===== src/hdl/rrtt_pkg.sv =====
// Shared types and codes for the round-robin task table.
// No dependencies; used by rrtt_slot_eval and round_robin_task_table_core.
package rrtt_pkg;

    typedef enum logic [2:0] {
        ST_UNUSED  = 3'd0,
        ST_READY   = 3'd1,
        ST_RUNNING = 3'd2,
        ST_BLOCKED = 3'd3,
        ST_ZOMBIE  = 3'd4,
        ST_DEAD    = 3'd5
    } t_slot_state;

    typedef enum logic [2:0] {
        F_SPAWN_KERNEL = 3'd0,
        F_SPAWN_USER   = 3'd1,
        F_FORK         = 3'd2,
        F_YIELD        = 3'd3,
        F_EXIT         = 3'd4,
        F_WAIT         = 3'd5,
        F_TICK         = 3'd6,
        F_IRQ_RETURN   = 3'd7
    } t_func;

    typedef enum logic [2:0] {
        RS_OK           = 3'd0,
        RS_NO_SLOT      = 3'd1,
        RS_ALLOC_FAIL   = 3'd2,
        RS_NO_CHILD     = 3'd3,
        RS_BLOCKED      = 3'd4,
        RS_NOTHING_RUN  = 3'd5
    } t_status;

    typedef enum logic [2:0] {
        SCAN_FREE,
        SCAN_PARENT,
        SCAN_CHILD,
        SCAN_READY,
        SCAN_ALIVE
    } t_scan_mode;

    typedef struct packed {
        logic hit;
        logic zombie;
        logic blocked;
        logic live;
    } t_eval;

    typedef enum logic [3:0] {
        S_IDLE,
        S_SPAWN_SCAN,
        S_EXIT_WR,
        S_EXIT_SCAN,
        S_WAIT_SCAN,
        S_WAIT_BLOCK,
        S_PICK,
        S_MOVE_OUT,
        S_MOVE_IN,
        S_COUNT,
        S_DONE
    } t_seq_state;

    localparam logic CFG_PREEMPT = 1'b0;
    localparam logic CFG_QUANTUM = 1'b1;

    localparam int CFG_W = 8;
    localparam int STATUS_W = 3;
    localparam int EXIT_W = 32;
    localparam int SLICE_W = 8;

endpackage


===== src/hdl/rrtt_slot_eval.sv =====
// Shared slot compare unit: tests one table slot against the scan mode.
// Depends on rrtt_pkg.
module rrtt_slot_eval #(
    parameter int PID_BITS = 16
) (
    input  rrtt_pkg::t_scan_mode  i_mode,
    input  rrtt_pkg::t_slot_state i_state,
    input  logic [PID_BITS-1:0]   i_pid,
    input  logic [PID_BITS-1:0]   i_parent,
    input  logic [PID_BITS-1:0]   i_key,
    output rrtt_pkg::t_eval       o_eval
);

    logic used;

    always_comb begin
        used = (i_state != rrtt_pkg::ST_UNUSED);
        o_eval.zombie  = (i_state == rrtt_pkg::ST_ZOMBIE);
        o_eval.blocked = (i_state == rrtt_pkg::ST_BLOCKED);
        o_eval.live    = (i_state == rrtt_pkg::ST_RUNNING) || (i_state == rrtt_pkg::ST_READY);
        case (i_mode)
            rrtt_pkg::SCAN_FREE:   o_eval.hit = !used;
            rrtt_pkg::SCAN_PARENT: o_eval.hit = used && (i_pid == i_key);
            rrtt_pkg::SCAN_CHILD:  o_eval.hit = used && (i_parent == i_key);
            rrtt_pkg::SCAN_READY:  o_eval.hit = (i_state == rrtt_pkg::ST_READY);
            rrtt_pkg::SCAN_ALIVE:  o_eval.hit = (i_state == rrtt_pkg::ST_READY)
                                             || (i_state == rrtt_pkg::ST_RUNNING)
                                             || (i_state == rrtt_pkg::ST_BLOCKED);
            default:               o_eval.hit = 1'b0;
        endcase
    end

endmodule


===== src/hdl/round_robin_task_table_core.sv =====
// Round-robin task table: sequencer walks the slot table one slot per cycle.
// Per request: a slot scan and/or a round-robin pick over slots in use, then
// an alive count. One item at a time through one compare unit; a new request
// is taken only once the last result has left S_DONE.
// Synchronous active-low reset: slot 0 running with pid 1, all else unused.
// Depends on rrtt_pkg and rrtt_slot_eval.
module round_robin_task_table_core #(
    parameter int MAX_TASKS = 32,
    parameter int PID_BITS  = 16,
    localparam int SLOT_W   = (MAX_TASKS > 1) ? $clog2(MAX_TASKS) : 1,
    localparam int CNT_W    = $clog2(MAX_TASKS + 1)
) (
    input  logic                              i_clk,
    input  logic                              i_rst_n,
    input  logic                              i_cfg_we,
    input  logic                              i_cfg_idx,
    input  logic [rrtt_pkg::CFG_W-1:0]        i_cfg_data,
    input  logic                              i_valid,
    output logic                              o_stall,
    input  logic [2:0]                        i_func,
    input  logic [PID_BITS-1:0]               i_given_parent,
    input  logic signed [rrtt_pkg::EXIT_W-1:0] i_exit_value,
    input  logic                              i_alloc_ok,
    output logic                              o_valid,
    input  logic                              i_stall,
    output logic [rrtt_pkg::STATUS_W-1:0]     o_status,
    output logic [PID_BITS-1:0]               o_result_pid,
    output logic signed [rrtt_pkg::EXIT_W-1:0] o_child_code,
    output logic [SLOT_W-1:0]                 o_running_slot,
    output logic [PID_BITS-1:0]               o_running_pid,
    output logic                              o_switched,
    output logic                              o_resched_pending,
    output logic [CNT_W-1:0]                  o_alive_tasks
);

    // table storage
    rrtt_pkg::t_slot_state r_slot_state [MAX_TASKS];
    logic [PID_BITS-1:0]   r_slot_pid    [MAX_TASKS];
    logic [PID_BITS-1:0]   r_slot_parent [MAX_TASKS];
    logic                  r_slot_user   [MAX_TASKS];
    logic [rrtt_pkg::EXIT_W-1:0] r_slot_exit [MAX_TASKS];
    logic                  r_init0;

    rrtt_pkg::t_seq_state r_state, n_state;

    logic                  r_pe, r_flag, n_flag;
    logic [rrtt_pkg::SLICE_W-1:0] r_quantum, r_slice, n_slice;
    logic [PID_BITS-1:0]   r_pid_ctr, n_pid_ctr;
    logic [CNT_W-1:0]      r_siu, n_siu;
    logic [SLOT_W-1:0]     r_cur, n_cur, r_before, n_before;
    logic [PID_BITS-1:0]   r_cur_pid, n_cur_pid, r_cur_parent, n_cur_parent;
    logic                  r_cur_user, n_cur_user;

    rrtt_pkg::t_func       r_func, n_func;
    logic [PID_BITS-1:0]   r_given_parent, n_given_parent;
    logic [rrtt_pkg::EXIT_W-1:0] r_exit_value, n_exit_value;
    logic                  r_alloc_ok, n_alloc_ok;

    rrtt_pkg::t_status     r_status, n_status, r_ok_status, n_ok_status;
    logic [PID_BITS-1:0]   r_rpid, n_rpid;
    logic [rrtt_pkg::EXIT_W-1:0] r_code, n_code;
    logic [SLOT_W-1:0]     r_idx, n_idx, r_next, n_next;
    logic [CNT_W-1:0]      r_step, n_step, r_alive, n_alive;
    logic                  r_any, n_any;

    logic                  r_o_valid;
    logic [rrtt_pkg::STATUS_W-1:0] r_o_status;
    logic [PID_BITS-1:0]   r_o_rpid, r_o_run_pid;
    logic [rrtt_pkg::EXIT_W-1:0] r_o_code;
    logic [SLOT_W-1:0]     r_o_slot;
    logic                  r_o_switched, r_o_resched;
    logic [CNT_W-1:0]      r_o_alive;

    // write port
    logic                  wr_state_en, wr_fields_en, wr_exit_en;
    logic [SLOT_W-1:0]     wr_idx;
    rrtt_pkg::t_slot_state wr_state;
    logic [PID_BITS-1:0]   wr_pid, wr_parent;
    logic                  wr_user;

    // read port at r_idx
    rrtt_pkg::t_slot_state rd_state;
    logic [PID_BITS-1:0]   rd_pid, rd_parent, eval_key;
    logic                  rd_user;
    rrtt_pkg::t_scan_mode  eval_mode;
    rrtt_pkg::t_eval       ev;

    logic                  accept, out_free, idx_last;
    logic [CNT_W-1:0]      idx_ext;
    logic [SLOT_W-1:0]     idx_inc, idx_wrap, cur_wrap;

    assign accept   = i_valid && !o_stall;
    assign out_free = !r_o_valid || !i_stall;
    assign idx_ext  = CNT_W'(r_idx);
    assign idx_inc  = r_idx + SLOT_W'(1);
    assign idx_last = (idx_ext + CNT_W'(1)) == r_siu;
    assign idx_wrap = idx_last ? '0 : idx_inc;
    assign cur_wrap = ((CNT_W'(r_cur) + CNT_W'(1)) == r_siu) ? '0 : (r_cur + SLOT_W'(1));

    assign rd_state  = r_slot_state[r_idx];
    assign rd_pid    = (r_init0 && r_idx == '0) ? PID_BITS'(1) : r_slot_pid[r_idx];
    assign rd_parent = (r_init0 && r_idx == '0) ? '0 : r_slot_parent[r_idx];
    assign rd_user   = (r_init0 && r_idx == '0) ? 1'b0 : r_slot_user[r_idx];

    always_comb begin
        case (r_state)
            rrtt_pkg::S_SPAWN_SCAN: eval_mode = rrtt_pkg::SCAN_FREE;
            rrtt_pkg::S_EXIT_SCAN:  eval_mode = rrtt_pkg::SCAN_PARENT;
            rrtt_pkg::S_WAIT_SCAN:  eval_mode = rrtt_pkg::SCAN_CHILD;
            rrtt_pkg::S_PICK:       eval_mode = rrtt_pkg::SCAN_READY;
            default:                eval_mode = rrtt_pkg::SCAN_ALIVE;
        endcase
        eval_key = (r_state == rrtt_pkg::S_EXIT_SCAN) ? r_cur_parent : r_cur_pid;
    end

    rrtt_slot_eval #(
        .PID_BITS (PID_BITS)
    ) u_eval (
        .i_mode   (eval_mode),
        .i_state  (rd_state),
        .i_pid    (rd_pid),
        .i_parent (rd_parent),
        .i_key    (eval_key),
        .o_eval   (ev)
    );

    // next state
    always_comb begin
        n_state = r_state;
        case (r_state)
            rrtt_pkg::S_IDLE: begin
                if (accept) begin
                    case (rrtt_pkg::t_func'(i_func))
                        rrtt_pkg::F_SPAWN_KERNEL,
                        rrtt_pkg::F_SPAWN_USER: n_state = rrtt_pkg::S_SPAWN_SCAN;
                        rrtt_pkg::F_FORK:
                            n_state = i_alloc_ok ? rrtt_pkg::S_SPAWN_SCAN : rrtt_pkg::S_COUNT;
                        rrtt_pkg::F_YIELD:      n_state = rrtt_pkg::S_PICK;
                        rrtt_pkg::F_EXIT:       n_state = rrtt_pkg::S_EXIT_WR;
                        rrtt_pkg::F_WAIT:       n_state = rrtt_pkg::S_WAIT_SCAN;
                        rrtt_pkg::F_IRQ_RETURN:
                            n_state = (r_pe && r_flag) ? rrtt_pkg::S_PICK : rrtt_pkg::S_COUNT;
                        default:                n_state = rrtt_pkg::S_COUNT;
                    endcase
                end
            end
            rrtt_pkg::S_SPAWN_SCAN: begin
                if (ev.hit || r_idx == SLOT_W'(MAX_TASKS - 1)) begin
                    n_state = rrtt_pkg::S_COUNT;
                end
            end
            rrtt_pkg::S_EXIT_WR: n_state = rrtt_pkg::S_EXIT_SCAN;
            rrtt_pkg::S_EXIT_SCAN: begin
                if (ev.hit || idx_last) begin
                    n_state = rrtt_pkg::S_PICK;
                end
            end
            rrtt_pkg::S_WAIT_SCAN: begin
                if (ev.hit && ev.zombie) begin
                    n_state = rrtt_pkg::S_COUNT;
                end else if (idx_last) begin
                    n_state = (r_any || ev.hit) ? rrtt_pkg::S_WAIT_BLOCK : rrtt_pkg::S_COUNT;
                end
            end
            rrtt_pkg::S_WAIT_BLOCK: n_state = rrtt_pkg::S_PICK;
            rrtt_pkg::S_PICK: begin
                if (ev.hit) begin
                    n_state = (r_idx == r_cur) ? rrtt_pkg::S_COUNT : rrtt_pkg::S_MOVE_OUT;
                end else if (r_step == r_siu) begin
                    n_state = rrtt_pkg::S_COUNT;
                end
            end
            rrtt_pkg::S_MOVE_OUT: n_state = rrtt_pkg::S_MOVE_IN;
            rrtt_pkg::S_MOVE_IN:  n_state = rrtt_pkg::S_COUNT;
            rrtt_pkg::S_COUNT: begin
                if (idx_last) begin
                    n_state = rrtt_pkg::S_DONE;
                end
            end
            rrtt_pkg::S_DONE: begin
                if (out_free) begin
                    n_state = rrtt_pkg::S_IDLE;
                end
            end
            default: n_state = rrtt_pkg::S_IDLE;
        endcase
    end

    // datapath and table writes
    always_comb begin
        n_flag = r_flag;
        n_slice = r_slice;
        n_pid_ctr = r_pid_ctr;
        n_siu = r_siu;
        n_cur = r_cur;
        n_before = r_before;
        n_cur_pid = r_cur_pid;
        n_cur_parent = r_cur_parent;
        n_cur_user = r_cur_user;
        n_func = r_func;
        n_given_parent = r_given_parent;
        n_exit_value = r_exit_value;
        n_alloc_ok = r_alloc_ok;
        n_status = r_status;
        n_ok_status = r_ok_status;
        n_rpid = r_rpid;
        n_code = r_code;
        n_idx = r_idx;
        n_next = r_next;
        n_step = r_step;
        n_alive = r_alive;
        n_any = r_any;
        wr_state_en = 1'b0;
        wr_fields_en = 1'b0;
        wr_exit_en = 1'b0;
        wr_idx = r_idx;
        wr_state = rrtt_pkg::ST_READY;
        wr_pid = r_pid_ctr;
        wr_parent = (r_func == rrtt_pkg::F_SPAWN_USER) ? r_given_parent : r_cur_pid;
        wr_user = (r_func != rrtt_pkg::F_SPAWN_KERNEL);
        case (r_state)
            rrtt_pkg::S_IDLE: begin
                if (accept) begin
                    n_func = rrtt_pkg::t_func'(i_func);
                    n_given_parent = i_given_parent;
                    n_exit_value = i_exit_value;
                    n_alloc_ok = i_alloc_ok;
                    n_before = r_cur;
                    n_status = rrtt_pkg::RS_OK;
                    n_ok_status = rrtt_pkg::RS_OK;
                    n_rpid = '0;
                    n_code = '0;
                    n_any = 1'b0;
                    n_alive = '0;
                    n_idx = '0;
                    n_step = CNT_W'(1);
                    case (rrtt_pkg::t_func'(i_func))
                        rrtt_pkg::F_FORK: begin
                            if (!i_alloc_ok) begin
                                n_status = rrtt_pkg::RS_ALLOC_FAIL;
                            end
                        end
                        rrtt_pkg::F_YIELD: n_idx = cur_wrap;
                        rrtt_pkg::F_TICK: begin
                            if (r_pe) begin
                                n_slice = (r_slice != '0) ? r_slice - 1'b1 : '0;
                                if (n_slice == '0) begin
                                    n_flag = 1'b1;
                                end
                            end
                        end
                        rrtt_pkg::F_IRQ_RETURN: begin
                            if (r_pe && r_flag) begin
                                n_flag = 1'b0;
                                n_idx = cur_wrap;
                            end
                        end
                        default: n_idx = '0;
                    endcase
                end
            end
            rrtt_pkg::S_SPAWN_SCAN: begin
                if (ev.hit) begin
                    if (idx_ext >= r_siu) begin
                        n_siu = idx_ext + CNT_W'(1);
                    end
                    if (!r_alloc_ok) begin
                        n_status = rrtt_pkg::RS_ALLOC_FAIL;
                    end else begin
                        wr_state_en = 1'b1;
                        wr_fields_en = 1'b1;
                        n_rpid = r_pid_ctr;
                        n_pid_ctr = r_pid_ctr + PID_BITS'(1);
                        // a reaped current slot can be refilled
                        if (r_idx == r_cur) begin
                            n_cur_pid = r_pid_ctr;
                            n_cur_parent = wr_parent;
                            n_cur_user = wr_user;
                        end
                    end
                    n_idx = '0;
                end else if (r_idx == SLOT_W'(MAX_TASKS - 1)) begin
                    n_status = rrtt_pkg::RS_NO_SLOT;
                    n_idx = '0;
                end else begin
                    n_idx = idx_inc;
                end
            end
            rrtt_pkg::S_EXIT_WR: begin
                wr_idx = r_cur;
                wr_exit_en = 1'b1;
                wr_state_en = 1'b1;
                wr_state = r_cur_user ? rrtt_pkg::ST_ZOMBIE : rrtt_pkg::ST_DEAD;
                n_idx = '0;
            end
            rrtt_pkg::S_EXIT_SCAN: begin
                if (ev.hit && ev.blocked) begin
                    wr_state_en = 1'b1;
                end
                if (ev.hit || idx_last) begin
                    n_idx = cur_wrap;
                end else begin
                    n_idx = idx_inc;
                end
            end
            rrtt_pkg::S_WAIT_SCAN: begin
                if (ev.hit) begin
                    n_any = 1'b1;
                end
                if (ev.hit && ev.zombie) begin
                    n_rpid = rd_pid;
                    n_code = r_slot_exit[r_idx];
                    wr_state_en = 1'b1;
                    wr_state = rrtt_pkg::ST_UNUSED;
                    n_idx = '0;
                end else if (idx_last) begin
                    if (!(r_any || ev.hit)) begin
                        n_status = rrtt_pkg::RS_NO_CHILD;
                    end
                    n_idx = '0;
                end else begin
                    n_idx = idx_inc;
                end
            end
            rrtt_pkg::S_WAIT_BLOCK: begin
                wr_idx = r_cur;
                wr_state_en = 1'b1;
                wr_state = rrtt_pkg::ST_BLOCKED;
                n_ok_status = rrtt_pkg::RS_BLOCKED;
                n_idx = cur_wrap;
                n_step = CNT_W'(1);
            end
            rrtt_pkg::S_PICK: begin
                if (ev.hit) begin
                    n_status = r_ok_status;
                    n_next = r_idx;
                    n_idx = (r_idx == r_cur) ? '0 : r_cur;
                end else if (r_step == r_siu) begin
                    // last probe is the current slot itself
                    n_status = ev.live ? r_ok_status : rrtt_pkg::RS_NOTHING_RUN;
                    n_idx = '0;
                end else begin
                    n_idx = idx_wrap;
                    n_step = r_step + CNT_W'(1);
                end
            end
            rrtt_pkg::S_MOVE_OUT: begin
                if (rd_state == rrtt_pkg::ST_RUNNING) begin
                    wr_state_en = 1'b1;
                end
                n_idx = r_next;
            end
            rrtt_pkg::S_MOVE_IN: begin
                wr_state_en = 1'b1;
                wr_state = rrtt_pkg::ST_RUNNING;
                n_cur = r_idx;
                n_cur_pid = rd_pid;
                n_cur_parent = rd_parent;
                n_cur_user = rd_user;
                n_slice = r_quantum;
                n_idx = '0;
            end
            rrtt_pkg::S_COUNT: begin
                n_alive = r_alive + CNT_W'(ev.hit);
                n_idx = idx_last ? '0 : idx_inc;
            end
            default: begin
                n_idx = r_idx;
            end
        endcase
    end

    assign o_stall = (r_state != rrtt_pkg::S_IDLE);

    always_ff @(posedge i_clk) begin
        if (!i_rst_n) begin
            r_state <= rrtt_pkg::S_IDLE;
            r_pe <= 1'b0;
            r_quantum <= rrtt_pkg::SLICE_W'(1);
            r_flag <= 1'b0;
            r_slice <= rrtt_pkg::SLICE_W'(1);
            r_pid_ctr <= PID_BITS'(2);
            r_siu <= CNT_W'(1);
            r_cur <= '0;
            r_cur_pid <= PID_BITS'(1);
            r_cur_parent <= '0;
            r_cur_user <= 1'b0;
            r_init0 <= 1'b1;
            r_o_valid <= 1'b0;
            for (int k = 0; k < MAX_TASKS; k++) begin
                r_slot_state[k] <= (k == 0) ? rrtt_pkg::ST_RUNNING : rrtt_pkg::ST_UNUSED;
            end
        end else begin
            r_state <= n_state;
            r_flag <= n_flag;
            r_slice <= n_slice;
            r_pid_ctr <= n_pid_ctr;
            r_siu <= n_siu;
            r_cur <= n_cur;
            r_cur_pid <= n_cur_pid;
            r_cur_parent <= n_cur_parent;
            r_cur_user <= n_cur_user;
            if (i_cfg_we) begin
                case (i_cfg_idx)
                    rrtt_pkg::CFG_PREEMPT: r_pe <= i_cfg_data[0];
                    rrtt_pkg::CFG_QUANTUM: r_quantum <= i_cfg_data;
                    default:               r_pe <= r_pe;
                endcase
            end
            if (wr_state_en) begin
                r_slot_state[wr_idx] <= wr_state;
            end
            if (wr_fields_en && wr_idx == '0) begin
                r_init0 <= 1'b0;
            end
            if (r_state == rrtt_pkg::S_DONE && out_free) begin
                r_o_valid <= 1'b1;
            end else if (!i_stall) begin
                r_o_valid <= 1'b0;
            end
        end
    end

    // payload registers and table fields
    always_ff @(posedge i_clk) begin
        r_func <= n_func;
        r_given_parent <= n_given_parent;
        r_exit_value <= n_exit_value;
        r_alloc_ok <= n_alloc_ok;
        r_before <= n_before;
        r_status <= n_status;
        r_ok_status <= n_ok_status;
        r_rpid <= n_rpid;
        r_code <= n_code;
        r_idx <= n_idx;
        r_next <= n_next;
        r_step <= n_step;
        r_alive <= n_alive;
        r_any <= n_any;
        if (wr_fields_en) begin
            r_slot_pid[wr_idx] <= wr_pid;
            r_slot_parent[wr_idx] <= wr_parent;
            r_slot_user[wr_idx] <= wr_user;
        end
        if (wr_exit_en) begin
            r_slot_exit[wr_idx] <= r_exit_value;
        end
        if (r_state == rrtt_pkg::S_DONE && out_free) begin
            r_o_status <= r_status;
            r_o_rpid <= r_rpid;
            r_o_code <= r_code;
            r_o_slot <= r_cur;
            r_o_run_pid <= r_cur_pid;
            r_o_switched <= (r_cur != r_before);
            r_o_resched <= r_flag;
            r_o_alive <= r_alive;
        end
    end

    assign o_valid = r_o_valid;
    assign o_status = r_o_status;
    assign o_result_pid = r_o_rpid;
    assign o_child_code = r_o_code;
    assign o_running_slot = r_o_slot;
    assign o_running_pid = r_o_run_pid;
    assign o_switched = r_o_switched;
    assign o_resched_pending = r_o_resched;
    assign o_alive_tasks = r_o_alive;

`ifndef NO_ASSERTIONS
    a_cur_in_table: assert property (@(posedge i_clk) disable iff (!i_rst_n)
        CNT_W'(r_cur) < r_siu)
        else $error("current slot outside slots in use");

    a_alive_bound: assert property (@(posedge i_clk) disable iff (!i_rst_n)
        r_o_valid |-> (r_o_alive <= r_siu))
        else $error("alive count exceeds slots in use");

    a_pid_only_on_spawn: assert property (@(posedge i_clk) disable iff (!i_rst_n)
        (r_pid_ctr != $past(r_pid_ctr)) |-> ($past(r_state) == rrtt_pkg::S_SPAWN_SCAN))
        else $error("pid counter moved outside a spawn");
`endif

endmodule


===== config.mk =====
export PLATFORM = sky130hd
export DESIGN_NAME = round_robin_task_table_core
export DESIGN_NICKNAME = d
export VERILOG_FILES = /design/src/hdl/rrtt_pkg.sv /design/src/hdl/rrtt_slot_eval.sv /design/src/hdl/round_robin_task_table_core.sv
export SDC_FILE = /design/constraint.sdc
export NUM_CORES = 2
export LEC_CHECK = 0
export ABC_AREA = 1
export BUFFER_PORTS_ARGS = -buffer_cell sky130_fd_sc_hd__clkbuf_2
export CORE_MARGIN = 4
export CORE_UTILIZATION = 40
export CTS_CLUSTER_DIAMETER = 40
export DETAILED_ROUTE_END_ITERATION = 6
export PLACE_DENSITY = 0.67
export SKIP_CTS_REPAIR_TIMING = 1
export SYNTH_ARGS = -nofsm -noshare
export SYNTH_HDL_FRONTEND = slang
export SYNTH_SLANG_ARGS = --single-unit
export TNS_END_PERCENT = 5

===== constraint.sdc =====
create_clock -name i_clk -period 4.8 [get_ports i_clk]
set_input_delay 0.24 -clock i_clk [delete_from_list [all_inputs] [get_ports i_clk]]
set_output_delay 0.24 -clock i_clk [all_outputs]
set_load 0.05 [all_outputs]

==> results.md <==
* Outcome: finished, violations left
* Failing checks: DRC
* Period utilization at 94.6%
* Die height at 508 um
* Rel. slew slack at 12.7%
* Seq pwr share at 41.8%
* Register Area at 73500 um^2
* Post-layout util at 46.5%
* Sink Count at 2477
* Core area at 249000 um^2
* Nets at 8514
* Post-synthesis sequential area ratio at 73.6%
* Combinational share of power at 25.2%
* Vias per Instance at 5.75
* Max cap viols at 0
* Post-Syn Nets at 8317
* Clock Skew at 0.0512 ns
* H-tree Lvls at 5
* Sw power at 21.5 mW
* Post-Route Setup TNS at 0 ns
* Initial antenna violation count at 3
* Final setup vio count at 0
* Synth cell types at 55
* CTS tree: built
* Hold_sp: i_cfg_idx
* Total chip power at 63.6 mW
* Largest net degree at the start of global routing at 269
* Routed WL at 288 mm
* DP Wirelength at 150 mm
* Synthesized area per cell at 12.1 um^2
* # DRC at 14
* Sw Ratio at 33.8%
* Routed Antenna Nets at 0
* Fmax at 0.220 GHz
* Kind of critical path: reg -> reg
* Most common cell after layout, fill and taps aside: edfxtp_1
* Crit. End Element: register
* Chip width at 508 um
* Fin. max-slew vios at 0
* CP arrival at 5.07 ns
* Leakage at 39.9 nW
* Synthesized instance count at 8237
* Total number of vias at 68736
* First-pass GRT wire length at 421 mm
* Clock buffer depth at 4
* Die area at 258000 um^2
* Grt ovf at 0
* # rows at 183
* Worst-Margin Slew at 1.31 ns
* VDD IR max at 0.407 mV
* Post-DP Area at 106000 um^2
* Overall routing resource usage at 21.6%
* Worst Path Required at 5.33 ns
* FF+latch count, synth at 2477
* Hold Path Class: in -> reg
* Clock-pin slew on the worst setup and hold paths at 0.06 ns
* Port-buffer cells at 147
* Int Pwr at 42.1 mW
* CP max FO at 45
* TritonRoute pass-1 iters at 7
* Area grow syn2layout at 15.9%
* PD cells at 549 nW/um^2
* Startpoint class of the critical path: register
* DR iter-0 viols at 10034
* Num ports at 148
* Clock root cell: clkbuf_16
* Clock share of power at 33.1%
* Starting Density at 40.2%
* Final Hold Viols at 0
* Unrepaired setup endpoints after global routing: false
* Total CTS buffers at 288
* Worst-Skew Late Latency at 0.93 ns
* Tmin final at 4.54 ns
* Fraction of layout instances using a drive strength above 1 at 10.8%
* Final Wtd Congestion at 0.916
* Final Cell Area at 116000 um^2
* Fillers at 21655
* Synth Warn # at 0
* DR WL/cell at 24.1 um
* Post-Synthesis Cell Area at 99900 um^2
* Vias in the first global route at 65238
* Most frequent cells in the layout: edfxtp_1 (2388), nand2_1 (1505), nand3_1 (1011)
* Area of the multi-input gates at 23900 um^2
==> routing by layer <==
| metal | part of all wire, % | GRT usage [%] | vias to the layer above |
|---|---|---|---|
| met3 | 10 | 4.06 | 714 |
| met1 | 38 | 29.0 | 33611 |
| li1 | - | - | 30238 |
| met4 | 4.9 | 9.79 | 0 |
| met2 | 46 | 34.1 | 4173 |
| met5 | 0 | 0 | - |
==> power by group through the flow <==
stage	clock network, mW	registers, mW	logic (mW)
3_5_place_dp	0	27.0	15.6
4_1_cts	21.2	26.5	15.7
5_1_grt	22.2	26.6	17.2
3_3_place_gp	0	26.9	15.4
2_1_floorplan	0	26.7	9.76
6_report	21.0	26.6	16.0
==> flip-flops by register name, summed over array words and instances, names as in the netlist, 32 cells and up, named ones only <==
name and count:
o_child_code 32, r_slot_state 96, r_slot_parent 512, r_slot_pid 512
r_exit_value 32, r_slot_exit 1024, r_code 32, r_slot_user 32
==> final timing paths <==
check                             to  slack [ns]  depth (start not counted)
setup / recovery  r_slot_state[2][1]        0.26                         22
hold / removal          r_quantum[1]        0.03                          5
setup reg to reg  r_slot_state[2][1]        0.26                         22
hold reg to reg     o_child_code[31]        0.42                          0
==> layout make-up <==
class / count / share of cell area [%]
well taps: 3330 / 3.60
clock buffers: 335 / 6.53
repair buffers: 454 / 3.89
flip-flops and latches: 2477 / 63.5
inverters: 175 / 0.596
multi-input cells: 5038 / 20.6
clock inverters: 153 / 1.25
diodes: 1 / 0.00216
==> cells in the mapped netlist (all sizes together) <==
cell,number,area [um^2]
o211ai,8,60.1
nand3b,5,37.5
a2111o,1,11.3
a21oi,88,444
o311ai,1,8.76
o221ai,55,482
a32o,4,40.0
o2111ai,3,26.3
a31oi,9,56.3
inv,174,653
a21o,2,15.0
o21a,4,30.0
edfxtp,2388,71700
clkinv,1,3.75
o21ai,864,4330
ha,14,175
and3,2,12.5
nor3,110,661
nand2,1509,5680
xnor2,3,26.3
buf,230,1210
nor4,6,37.5
a2111oi,2,17.5
nand4,19,119
o22ai,286,1790
o21bai,1,7.51
nand3,1014,5100
a221oi,5,43.8
clkbuf,317,1190
a21boi,3,22.5
a22oi,2,15.0
o31ai,3,22.5
a311oi,4,35.0
xor2,15,131
a211oi,21,158
or2,5,31.3
o32ai,6,52.6
o41ai,1,8.76
dfxtp,89,1780
nor2,963,3650
==> critical path, cell delays in order, from the launching register on <==
cell and delay (ns):
dfxtp_4 0.37, inv_8 0.26, buf_12 0.30, buf_4 0.33, nand2_1 0.08, nand3_1 0.08, nand3_1 0.09, nand3_1 0.11
nand3_1 0.12, nand2_1 0.18, nand3_1 0.11, nand3b_1 0.11, nand2_1 0.05, nor2_1 0.33, nand2_1 0.12, nor2_2 0.18
nand3_4 0.16, nand2_4 0.13, nand3_4 0.11, nand3_2 0.16, nand2_4 0.09, buf_12 0.20, o21ai_0 0.41
==> logic make-up (layout without fill, tap and decap cells) <==
| group | count (synthesis) | after routing | synth area share (%) |
|---|---|---|---|
| AO/OA/AOI/OAI | 1373 | 1373 | 7.69 |
| adder cells (fa/ha/maj) | 14 | 14 | 0.175 |
| other | 0 | 1 | 0 |
| AND/OR/NAND/NOR | 3633 | 3633 | 15.3 |
| flip-flops | 2477 | 2477 | 73.6 |
| buffers and inverters | 722 | 1117 | 3.06 |
| XOR/XNOR | 18 | 18 | 0.158 |
==> per-stage QoR <==
stage | hold slack [ns] | instances | worst slack [ns]
final | 0.0295 | 11963 | 0.259
after global routing | 0.0144 | 11962 | 0.0278
after CTS | -0.561 | 11887 | 0.394
after detailed placement | 0.405 | 11399 | 0.461
after global placement | 0.409 | 11399 | 0.543
after floorplan | 0.339 | 8237 | -0.276
Note: power is estimated with default switching activity, not from simulation.
